## src/rtl/core/tce_pkg.sv

```systemverilog
// ----------------------------------------------------------------------------
// tce_pkg
// shared types and constants of the toy cpu execute unit
// ----------------------------------------------------------------------------
package tce_pkg;

  localparam int unsigned ActW     = 3;
  localparam int unsigned RegIdxW  = 3;
  localparam int unsigned DataW    = 8;
  localparam int unsigned AddrW    = 8;
  localparam int unsigned NumRegs  = 1 << RegIdxW;
  localparam int unsigned MemDepth = 1 << AddrW;
  localparam int unsigned InDataW  = 24;
  localparam int unsigned OutDataW = 32;

  typedef enum logic [ActW-1:0] {
    ACT_COPY  = 3'd0,
    ACT_LDI   = 3'd1,
    ACT_STORE = 3'd2,
    ACT_LOAD  = 3'd3,
    ACT_ADD   = 3'd4,
    ACT_SUB   = 3'd5,
    ACT_XOR   = 3'd6,
    ACT_END   = 3'd7
  } action_t;

  typedef struct packed {
    action_t              action;
    logic [RegIdxW-1:0]   first_reg;
    logic [RegIdxW-1:0]   second_reg;
    logic [DataW-1:0]     immediate;
    logic                 program_start;
  } instr_t;

  typedef struct packed {
    logic                 reg_written;
    logic [RegIdxW-1:0]   reg_index;
    logic [DataW-1:0]     reg_value;
    logic                 mem_written;
    logic [AddrW-1:0]     mem_address;
    logic [DataW-1:0]     mem_value;
    logic                 is_halted;
  } result_t;

  // last write into each store, kept for read-after-write bypass
  typedef struct packed {
    logic                 valid;
    logic [RegIdxW-1:0]   idx;
    logic [DataW-1:0]     data;
  } reg_wr_t;

  typedef struct packed {
    logic                 valid;
    logic [AddrW-1:0]     addr;
    logic [DataW-1:0]     data;
  } mem_wr_t;

endpackage

```

## src/rtl/core/tce_regfile.sv

```systemverilog
// ----------------------------------------------------------------------------
// tce_regfile
// 8 x 8 register file, two registered read ports, one write port
// ----------------------------------------------------------------------------
module tce_regfile (
  input  logic                          clk,
  input  logic                          rst_n,
  input  logic                          rd_en,
  input  logic [tce_pkg::RegIdxW-1:0]   rd_addr_a,
  input  logic [tce_pkg::RegIdxW-1:0]   rd_addr_b,
  output logic [tce_pkg::DataW-1:0]     rd_data_a,
  output logic [tce_pkg::DataW-1:0]     rd_data_b,
  input  logic                          wr_en,
  input  logic [tce_pkg::RegIdxW-1:0]   wr_addr,
  input  logic [tce_pkg::DataW-1:0]     wr_data
);
  import tce_pkg::*;

  logic [DataW-1:0]   mem [NumRegs];
  logic [NumRegs-1:0] valid_r;
  logic [DataW-1:0]   rd_data_a_r;
  logic [DataW-1:0]   rd_data_b_r;

  // entries never written read as zero
  always_ff @(posedge clk) begin
    if (!rst_n) begin
      valid_r <= '0;
    end else if (wr_en) begin
      valid_r[wr_addr] <= 1'b1;
    end
  end

  always_ff @(posedge clk) begin
    if (wr_en) begin
      mem[wr_addr] <= wr_data;
    end
  end

  always_ff @(posedge clk) begin
    if (rd_en) begin
      rd_data_a_r <= valid_r[rd_addr_a] ? mem[rd_addr_a] : '0;
      rd_data_b_r <= valid_r[rd_addr_b] ? mem[rd_addr_b] : '0;
    end
  end

  assign rd_data_a = rd_data_a_r;
  assign rd_data_b = rd_data_b_r;

endmodule

```

## src/rtl/core/tce_dmem.sv

```systemverilog
// ----------------------------------------------------------------------------
// tce_dmem
// 256 x 8 data memory, one registered read port, one write port
// ----------------------------------------------------------------------------
module tce_dmem (
  input  logic                        clk,
  input  logic                        rst_n,
  input  logic                        rd_en,
  input  logic [tce_pkg::AddrW-1:0]   rd_addr,
  output logic [tce_pkg::DataW-1:0]   rd_data,
  input  logic                        wr_en,
  input  logic [tce_pkg::AddrW-1:0]   wr_addr,
  input  logic [tce_pkg::DataW-1:0]   wr_data
);
  import tce_pkg::*;

  logic [DataW-1:0]    mem [MemDepth];
  logic [MemDepth-1:0] valid_r;
  logic [DataW-1:0]    rd_data_r;

  // one valid flop per byte stands in for a clearing pass
  always_ff @(posedge clk) begin
    if (!rst_n) begin
      valid_r <= '0;
    end else if (wr_en) begin
      valid_r[wr_addr] <= 1'b1;
    end
  end

  always_ff @(posedge clk) begin
    if (wr_en) begin
      mem[wr_addr] <= wr_data;
    end
  end

  always_ff @(posedge clk) begin
    if (rd_en) begin
      rd_data_r <= valid_r[rd_addr] ? mem[rd_addr] : '0;
    end
  end

  assign rd_data = rd_data_r;

endmodule

```

## src/rtl/core/tce_alu.sv

```systemverilog
// ----------------------------------------------------------------------------
// tce_alu
// executes one instruction on bypassed operands, gives result and halt state
// ----------------------------------------------------------------------------
module tce_alu (
  input  tce_pkg::instr_t              instr,
  input  logic [tce_pkg::DataW-1:0]    op_a,
  input  logic [tce_pkg::DataW-1:0]    op_b,
  input  logic [tce_pkg::DataW-1:0]    mem_data,
  input  logic                         halted,
  output tce_pkg::result_t             res,
  output logic                         halted_nxt
);
  import tce_pkg::*;

  logic halted_eff;

  assign halted_eff = halted && !instr.program_start;

  always_comb begin
    res        = '0;
    halted_nxt = halted_eff;
    if (halted_eff) begin
      res.is_halted = 1'b1;
    end else begin
      res.reg_written = 1'b1;
      res.reg_index   = instr.first_reg;
      unique case (instr.action)
        ACT_COPY:  res.reg_value = op_b;
        ACT_LDI:   res.reg_value = instr.immediate;
        ACT_STORE: begin
          res.reg_written = 1'b0;
          res.reg_index   = '0;
          res.mem_written = 1'b1;
          res.mem_address = instr.immediate;
          res.mem_value   = op_b;
        end
        ACT_LOAD:  res.reg_value = mem_data;
        ACT_ADD:   res.reg_value = op_a + op_b;
        ACT_SUB:   res.reg_value = op_a - op_b;
        ACT_XOR:   res.reg_value = op_a ^ op_b;
        ACT_END: begin
          res.reg_written = 1'b0;
          res.reg_index   = '0;
          res.is_halted   = 1'b1;
          halted_nxt      = 1'b1;
        end
        default: res = '0;
      endcase
    end
  end

endmodule

```

## src/rtl/core/toy_cpu_execute_unit.sv

```systemverilog
// ----------------------------------------------------------------------------
// toy_cpu_execute_unit
// execute stage of a small 8-bit machine with register file and data memory
// ----------------------------------------------------------------------------
// One instruction is taken per clock unless the output stalls, and one
// result per instruction comes out. On the accepting edge the register file
// (both operands) and the data memory (at the immediate) are read; once the
// output register is free the bypassed operands are combined, the write goes
// back to its store and the result lands in the output register. The
// sustained rate of one item per cycle is set by the single write port of
// each store and the registered reads, with a bypass from the last register
// and the last memory write covering back-to-back dependencies. Both stores
// read as zero after reset through per-entry valid flops, so no clearing
// pass is needed. An end instruction halts the machine; later instructions
// only report is_halted until one arrives with program_start set. in_tready
// depends on out_tready combinationally when both pipeline slots are full.
// ----------------------------------------------------------------------------
module toy_cpu_execute_unit (
  input  logic                             clk,
  input  logic                             rst_n,
  // input instruction stream
  input  logic                             in_tvalid,
  output logic                             in_tready,
  // [2:0] action, [5:3] first_reg, [8:6] second_reg, [16:9] immediate, rest zero
  input  logic [tce_pkg::InDataW-1:0]      in_tdata,
  // [0] program_start
  input  logic                             in_tuser,
  // result stream
  output logic                             out_tvalid,
  input  logic                             out_tready,
  // [0] reg_written, [3:1] reg_index, [11:4] reg_value, [12] mem_written,
  // [20:13] mem_address, [28:21] mem_value, rest zero
  output logic [tce_pkg::OutDataW-1:0]     out_tdata,
  // [0] is_halted
  output logic                             out_tuser
);
  import tce_pkg::*;

  // input unpack
  instr_t  in_instr;
  logic    in_xfer;

  // execute stage
  logic    s1_valid_r, s1_valid_nxt;
  instr_t  s1_instr_r;
  logic    s1_fire;
  logic    out_free;

  // store read data and bypassed operands
  logic [DataW-1:0] rf_rd_a, rf_rd_b, dm_rd;
  logic [DataW-1:0] op_a, op_b, op_m;

  // last writes for bypass
  reg_wr_t last_reg_r, last_reg_nxt;
  mem_wr_t last_mem_r, last_mem_nxt;

  logic    halted_r, halted_nxt, alu_halted;
  result_t res;

  // output register
  logic                out_tvalid_r, out_tvalid_nxt;
  logic [OutDataW-1:0] out_tdata_r;
  logic                out_tuser_r;

  assign in_instr.action        = action_t'(in_tdata[2:0]);
  assign in_instr.first_reg     = in_tdata[5:3];
  assign in_instr.second_reg    = in_tdata[8:6];
  assign in_instr.immediate     = in_tdata[16:9];
  assign in_instr.program_start = in_tuser;

  // stage 1 moves on once the output register is empty or being drained
  assign out_free  = !out_tvalid_r || out_tready;
  assign s1_fire   = s1_valid_r && out_free;
  assign in_tready = !s1_valid_r || out_free;
  assign in_xfer   = in_tvalid && in_tready;

  // reads issued at the accepting edge
  tce_regfile u_regfile (
    .clk       (clk),
    .rst_n     (rst_n),
    .rd_en     (in_xfer),
    .rd_addr_a (in_instr.first_reg),
    .rd_addr_b (in_instr.second_reg),
    .rd_data_a (rf_rd_a),
    .rd_data_b (rf_rd_b),
    .wr_en     (s1_fire && res.reg_written),
    .wr_addr   (res.reg_index),
    .wr_data   (res.reg_value)
  );

  tce_dmem u_dmem (
    .clk     (clk),
    .rst_n   (rst_n),
    .rd_en   (in_xfer),
    .rd_addr (in_instr.immediate),
    .rd_data (dm_rd),
    .wr_en   (s1_fire && res.mem_written),
    .wr_addr (res.mem_address),
    .wr_data (res.mem_value)
  );

  // the write of the previous item can land on the same edge as this read,
  // so the newest write to each store is bypassed over the read data
  always_comb begin
    op_a = rf_rd_a;
    op_b = rf_rd_b;
    op_m = dm_rd;
    if (last_reg_r.valid && last_reg_r.idx == s1_instr_r.first_reg) begin
      op_a = last_reg_r.data;
    end
    if (last_reg_r.valid && last_reg_r.idx == s1_instr_r.second_reg) begin
      op_b = last_reg_r.data;
    end
    if (last_mem_r.valid && last_mem_r.addr == s1_instr_r.immediate) begin
      op_m = last_mem_r.data;
    end
  end

  tce_alu u_alu (
    .instr      (s1_instr_r),
    .op_a       (op_a),
    .op_b       (op_b),
    .mem_data   (op_m),
    .halted     (halted_r),
    .res        (res),
    .halted_nxt (alu_halted)
  );

  // next-state logic
  always_comb begin
    s1_valid_nxt   = s1_valid_r;
    halted_nxt     = halted_r;
    last_reg_nxt   = last_reg_r;
    last_mem_nxt   = last_mem_r;
    out_tvalid_nxt = out_tvalid_r;
    if (out_tvalid_r && out_tready) begin
      out_tvalid_nxt = 1'b0;
    end
    if (s1_fire) begin
      s1_valid_nxt   = 1'b0;
      halted_nxt     = alu_halted;
      out_tvalid_nxt = 1'b1;
      if (res.reg_written) begin
        last_reg_nxt = '{valid: 1'b1, idx: res.reg_index, data: res.reg_value};
      end
      if (res.mem_written) begin
        last_mem_nxt = '{valid: 1'b1, addr: res.mem_address, data: res.mem_value};
      end
    end
    if (in_xfer) begin
      s1_valid_nxt = 1'b1;
    end
  end

  always_ff @(posedge clk) begin
    if (!rst_n) begin
      s1_valid_r   <= 1'b0;
      halted_r     <= 1'b0;
      last_reg_r   <= '0;
      last_mem_r   <= '0;
      out_tvalid_r <= 1'b0;
    end else begin
      s1_valid_r   <= s1_valid_nxt;
      halted_r     <= halted_nxt;
      last_reg_r   <= last_reg_nxt;
      last_mem_r   <= last_mem_nxt;
      out_tvalid_r <= out_tvalid_nxt;
    end
  end

  // payload registers
  always_ff @(posedge clk) begin
    if (in_xfer) begin
      s1_instr_r <= in_instr;
    end
    if (s1_fire) begin
      out_tdata_r <= {3'b000, res.mem_value, res.mem_address, res.mem_written,
                      res.reg_value, res.reg_index, res.reg_written};
      out_tuser_r <= res.is_halted;
    end
  end

  assign out_tvalid = out_tvalid_r;
  assign out_tdata  = out_tdata_r;
  assign out_tuser  = out_tuser_r;

  // a halted result never carries a write
  a_halt_no_write: assert property (@(posedge clk) disable iff (!rst_n)
    s1_fire && res.is_halted |-> !res.reg_written && !res.mem_written)
    else $error("halted result carries a write");

  // at most one store is written per instruction
  a_one_write: assert property (@(posedge clk) disable iff (!rst_n)
    s1_fire |-> !(res.reg_written && res.mem_written))
    else $error("register and memory written by one instruction");

  // an executed end leaves the machine halted
  a_end_halts: assert property (@(posedge clk) disable iff (!rst_n)
    s1_fire && s1_instr_r.action == ACT_END |=> halted_r)
    else $error("end did not halt");

  // halted state only changes when an instruction retires
  a_halt_hold: assert property (@(posedge clk) disable iff (!rst_n)
    !s1_fire |=> $stable(halted_r))
    else $error("halted changed without a retiring instruction");

  // a retiring instruction always fills the output register
  a_fire_out: assert property (@(posedge clk) disable iff (!rst_n)
    s1_fire |=> out_tvalid_r)
    else $error("retired instruction produced no result");

endmodule

```

## config.mk

```make
export PLATFORM = sky130hd
export DESIGN_NAME = toy_cpu_execute_unit
export DESIGN_NICKNAME = d
export VERILOG_FILES = /design/src/rtl/core/tce_pkg.sv /design/src/rtl/core/tce_regfile.sv /design/src/rtl/core/tce_dmem.sv /design/src/rtl/core/tce_alu.sv /design/src/rtl/core/toy_cpu_execute_unit.sv
export SDC_FILE = /design/constraint.sdc
export NUM_CORES = 2
export LEC_CHECK = 0
export ABC_AREA = 1
export BUFFER_PORTS_ARGS = -buffer_cell sky130_fd_sc_hd__buf_2
export CORE_UTILIZATION = 40
export CTS_BUF_LIST = sky130_fd_sc_hd__clkbuf_4
export CTS_CLUSTER_DIAMETER = 120
export CTS_CLUSTER_SIZE = 8
export DETAILED_ROUTE_END_ITERATION = 7
export GPL_TIMING_DRIVEN = 1
export HOLD_SLACK_MARGIN = 0.1
export SETUP_SLACK_MARGIN = 0.1
export SYNTH_ARGS = -nofsm -noshare
export SYNTH_HDL_FRONTEND = slang
export SYNTH_SLANG_ARGS = --single-unit
```

## constraint.sdc

```tcl
create_clock -name clk -period 8.1 [get_ports clk]
set_clock_uncertainty 0.05 [all_clocks]
set_input_delay 0.81 -clock clk [delete_from_list [all_inputs] [get_ports clk]]
set_output_delay 0.81 -clock clk [all_outputs]
set_load 0.05 [all_outputs]
```

* Yosys cells after proc, flatten, opt, wreduce, memory -nomap -nowiden
Memories as Yosys holds them, arrays and structs flattened. A register that Yosys moved wholly into a read port is not among the register bits.
Index checks and enable logic that the tools add are counted.
** Storage, ports and cells
- Flip-flop bits (word level) :: 344
- Word-level logic and storage cells :: 94
- Memory bits (writable) :: 2112
- Memories kept :: 2
** Memory list
- u_dmem.mem :: words 256, bits a word 8, read ports 1, clocked after Yosys merged registers in 1, write ports 1, RTL line tce_dmem.sv:17 : logic [DataW-1:0] mem [MemDepth];
- u_regfile.mem :: words 8, bits a word 8, read ports 2, clocked after Yosys merged registers in 2, write ports 1, RTL line tce_regfile.sv:19 : logic [DataW-1:0] mem [NumRegs];
** Operators by class
- Equality and inequality tests :: 10
- Bitwise logic cells :: 3
- Muxes and demuxes :: 27
- Reductions and logical operators :: 25
- Add/sub/neg operators :: 2
- Magnitude comparators :: 7
** Operators by type and width (number)
- $or A256 B256 Y256 :: 1
- $pmux W8 S6 :: 1
- $mux W29 :: 1
- $mux W8 :: 3
- $lt A8 B9 Y1 const B :: 2
- $mux W17 :: 1
- $mux W1 :: 15
- $eq A3 B3 Y1 const B :: 4
- $lt A3 B4 Y1 const B :: 3
- $logic_and A1 B1 Y1 :: 11
- $add A8 B8 Y8 :: 1
- $bmux W1 S8 :: 1
- $demux W1 S8 :: 1
- $eq A8 B8 Y1 :: 1
- $ge A8 B1 Y1 const B :: 1
- $or A8 B8 Y8 :: 1
- $sub A8 B8 Y8 :: 1
- $xor A8 B8 Y8 :: 1
- $bmux W1 S3 :: 2
- $eq A3 B2 Y1 const B :: 2
- $eq A3 B3 Y1 :: 2
- $logic_not A1 Y1 :: 6
- $mux W4 :: 1
- $reduce_and A2 Y1 :: 2
- other kinds (7) :: 9

* Logic depth before layout (Yosys ltp)
- Depth in word-level cells :: 11
- Mapped depth :: 23

* Modules after synthesis
Synthesis repeated with hierarchy kept, for this count alone.
** Second synthesis, totals
- Cell total of the unflattened synthesis :: 9445
- Area, all modules :: 102145.5 um^2
** By module, submodules not included
- tce_dmem :: cells each 8383, area an instance 93297.0 um^2, instances 1
- tce_regfile :: cells each 562, area an instance 4570.6 um^2, instances 1
- toy_cpu_execute_unit :: cells each 301, area an instance 3283.1 um^2, instances 1
- tce_alu :: cells each 199, area an instance 994.7 um^2, instances 1

* Worst setup path after synthesis
No wires, ideal clock.
- Kind :: register to register
- Start point :: register s1_instr_r[9] (netlist name)
- End point :: register out_tdata_r[28], in the netlist out_tdata[28], data pin
- Slack :: -535 ps
- Data arrival time :: 7190 ps
- Stages on the path, launching flop included :: 8
- Path through :: edfxtp_1 > inv_1 > nor2_1 > nor2_1 > nand2_2 > o21ai_1 > inv_1 > nor2_1
** RTL lines
- from (decl) :: RTL line toy_cpu_execute_unit.sv:45 : instr_t s1_instr_r;
- from (signal assigned) :: RTL line toy_cpu_execute_unit.sv:174 : s1_instr_r <= in_instr;
- to (signal assigned) :: RTL line toy_cpu_execute_unit.sv:177 : out_tdata_r <= {3'b000, res.mem_value, res.mem_address, res.mem_written,
- to (decl) :: RTL line toy_cpu_execute_unit.sv:62 : logic [OutDataW-1:0] out_tdata_r;

==> reports/qor.txt <==
Outcome: finished clean
Crit-path max FO: 10
Final setup fails: 0
Maximum clock path buffer count: 4
WL final: 281 mm
Num CTS Buffers: 359
RD Place Congestion: 0.856
Pre-Repair DR Iteration Count: 6
Vias: 68300
Number of synthesized flops with an enable pin: 2184
P&R area growth vs syn: 8.15%
Final WS setup: 3.57 ns
Post_cts resized: 0
Final ANT Viol Nets: 0
MaxCap Viol Count: 0
Max VDD drop: 0.000170 V
PortBufs: 53
CTS Root Cell: clkbuf_4
Post-Syn Area: 99600 µm²
Pre-CTS setup slack: 3.32 ns
Fraction of registers with async set or reset after synthesis: 0%
Synth Flop Type: edfxtp_1
CTS Hold Bufs: 26
Post-CTS Setup Inserts: 0
CTS Sinks: 2480
Area share of the largest cell type after synthesis: 65.8%
Routed WL per cell: 23.0 µm
First-pass GRT wire length: 414 mm
Tot GR Track Use: 21.8%
Largest area contributor in the netlist: edfxtp_1
Via density: 5.59
Clock Pin Slew Worst Setup and Hold Paths: 0.10 ns
Crit Path Category: flop to flop
RSZ-0062 raised after global routing: false
Total grt overflow: 0
Synth area leaders: edfxtp_1 66%, nor2_1 7.6%, o21ai_0 6.5%, dfxtp_1 5.9%, o22ai_1 3.6%
Post-layout min period: 4.53 ns
Initial core utilization: 40.4%
Leakage: 33.4 nW
Vias in the first global route: 63900
Avg Cell Area, Syn: 11.4 µm²
CP Launch Type: flop
Most frequent cells in the layout: 2184 x edfxtp_1, 1997 x nor2_1, 1294 x o21ai_0
Slew Viols, Final: 0
Pin count of the biggest net entering global routing: 219
Critical path arrival: 5.50 ns
NumNets Final: 8670
CTS tree: built
Max_slew headroom: 4.44%
Worst Tran Pin Value: 1.43 ns
Layout cells sized above 1: 10.1%
Most common cell after layout, fill and taps aside: edfxtp_1
Syn Inst Count: 8710
Ports: 64
CP Capture Type: flop
Seq/Total Area, Yosys: 71.8%
Fmax achieved: 221 MHz
Worst Path Required: 9.07 ns
Die area: 251000 µm²
Clock latency at the later pin of the worst-skew pair: 1.45 ns
Initial antenna violation count: 9
#FFs+latches synth: 2480
DRT iter0 DRCs: 7851
DRC viols: 0
Unique masters post-synth: 46
Final core utilization: 43.7%
Core Area: 247000 µm²
Class of the worst hold path: input pin to flop
Die height: 501 µm
P per Cell Area: 217 nW/µm²
Site Rows: 182
Die extent in x: 501 µm
Post-route clock period utilization: 55.9%
Worst hold slack: 0.316 ns
Final Hold Fails: 0
CTS HTree Levels: 5
DP HPWL: 145 mm
Synth warn: 0
[state kept, by name, summed over array words and instances, names as in the netlist]
name,cells
u_dmem.valid_r,256
last_mem_r,17
u_dmem.mem,2048
out_tvalid,1
last_reg_r,12
out_tdata,29
u_dmem.rd_data,8
u_regfile.valid_r,8
u_regfile.rd_data_b,8
s1_valid_r,1
halted_r,1
u_regfile.mem,64
out_tuser,1
s1_instr_r,18
u_regfile.rd_data_a,8
[cell usage after synthesis, drive strengths merged, types with 9 or more instances]
master and instances:
a21oi 83, buf 177, clkbuf 426, dfxtp 296
edfxtp 2184, inv 179, nand2 756, nand3 579
nor2 2085, nor3 9, o21ai 1296, o22ai 579
xor2 9
[final timing paths]
path         cells past startpoint  slack, ns                         from                             to
max                             18       3.57     s1_instr_r[10]$_DFFE_PP_  u_regfile.mem[0][7]$_DFFE_PP_
min reg2reg                      2       0.42  last_mem_r[16]$_SDFFE_PN0P_    last_mem_r[16]$_SDFFE_PN0P_
max reg2reg                     18       3.57     s1_instr_r[10]$_DFFE_PP_  u_regfile.mem[0][7]$_DFFE_PP_
min                              2       0.32                  in_tdata[8]       s1_instr_r[11]$_DFFE_PP_
[kinds of logic after synthesis]
logic type,after synthesis,synth area share (%)
AND/OR/NAND/NOR,3436,14.1
flip-flops,2480,71.8
AO/OA/AOI/OAI,1984,10.8
buffers and inverters,790,3.19
XOR/XNOR,11,0.0967
adder cells (fa/ha/maj),8,0.108
other,1,0.00376
[power breakdown]
group | switching [mW] | internal, mW | total, mW
clock network | 4.38 | 3.54 | 7.92
logic | 1.18 | 0.370 | 1.55
registers | 0.0246 | 13.8 | 13.9
[layout make-up]
class,instances,area (µm²)
fill,23000,139000
sequential,2480,71500
multi-input combinational,5442,25000
clock buffer,629,4720
tap,3312,4140
timing repair buffer,163,1470
inverter,187,752
clock inverter,5,97.6
antenna,10,25.0
[layer usage]
metal | global-route usage [%] | part of all wire (%) | vias to the layer above
li1 | - | - | 31100
met1 | 30.0 | 42 | 33600
met2 | 34.5 | 47 | 3053
met3 | 3.54 | 8.2 | 572
met4 | 8.60 | 3.7 | 2
met5 | 0 | 0.0032 | -
[metrics by stage]
stage / TNS (ns) / cells / power, mW / cell area (µm²)
finish: 0 / 12200 / 23.3 / 108000
global route: 0 / 12200 / 24.1 / 108000
CTS: 0 / 12200 / 23.5 / 108000
detailed placement: 0 / 11600 / 15.7 / 103000
global placement: 0 / 11600 / 15.7 / 103000
floorplan: -174.16 / 8712 / 15.1 / 99700
[critical path, stage by stage, from the launching register on]
cell and delay, ns:
edfxtp_1 0.36, inv_1 0.05, nand2_1 0.05, nand2_1 0.04, nor2_1 0.41, nand2_2 0.24
o21ai_2 0.45, nand4_1 0.19, nor2_1 0.18, a21oi_1 0.10, xor2_1 0.17, ha_1 0.34
a21oi_1 0.13, o21ai_0 0.11, a31oi_1 0.23, nand3_1 0.10, nand2_1 0.07, nand2_1 0.06
a21oi_1 0.83
(Power assumes the default switching activity.)
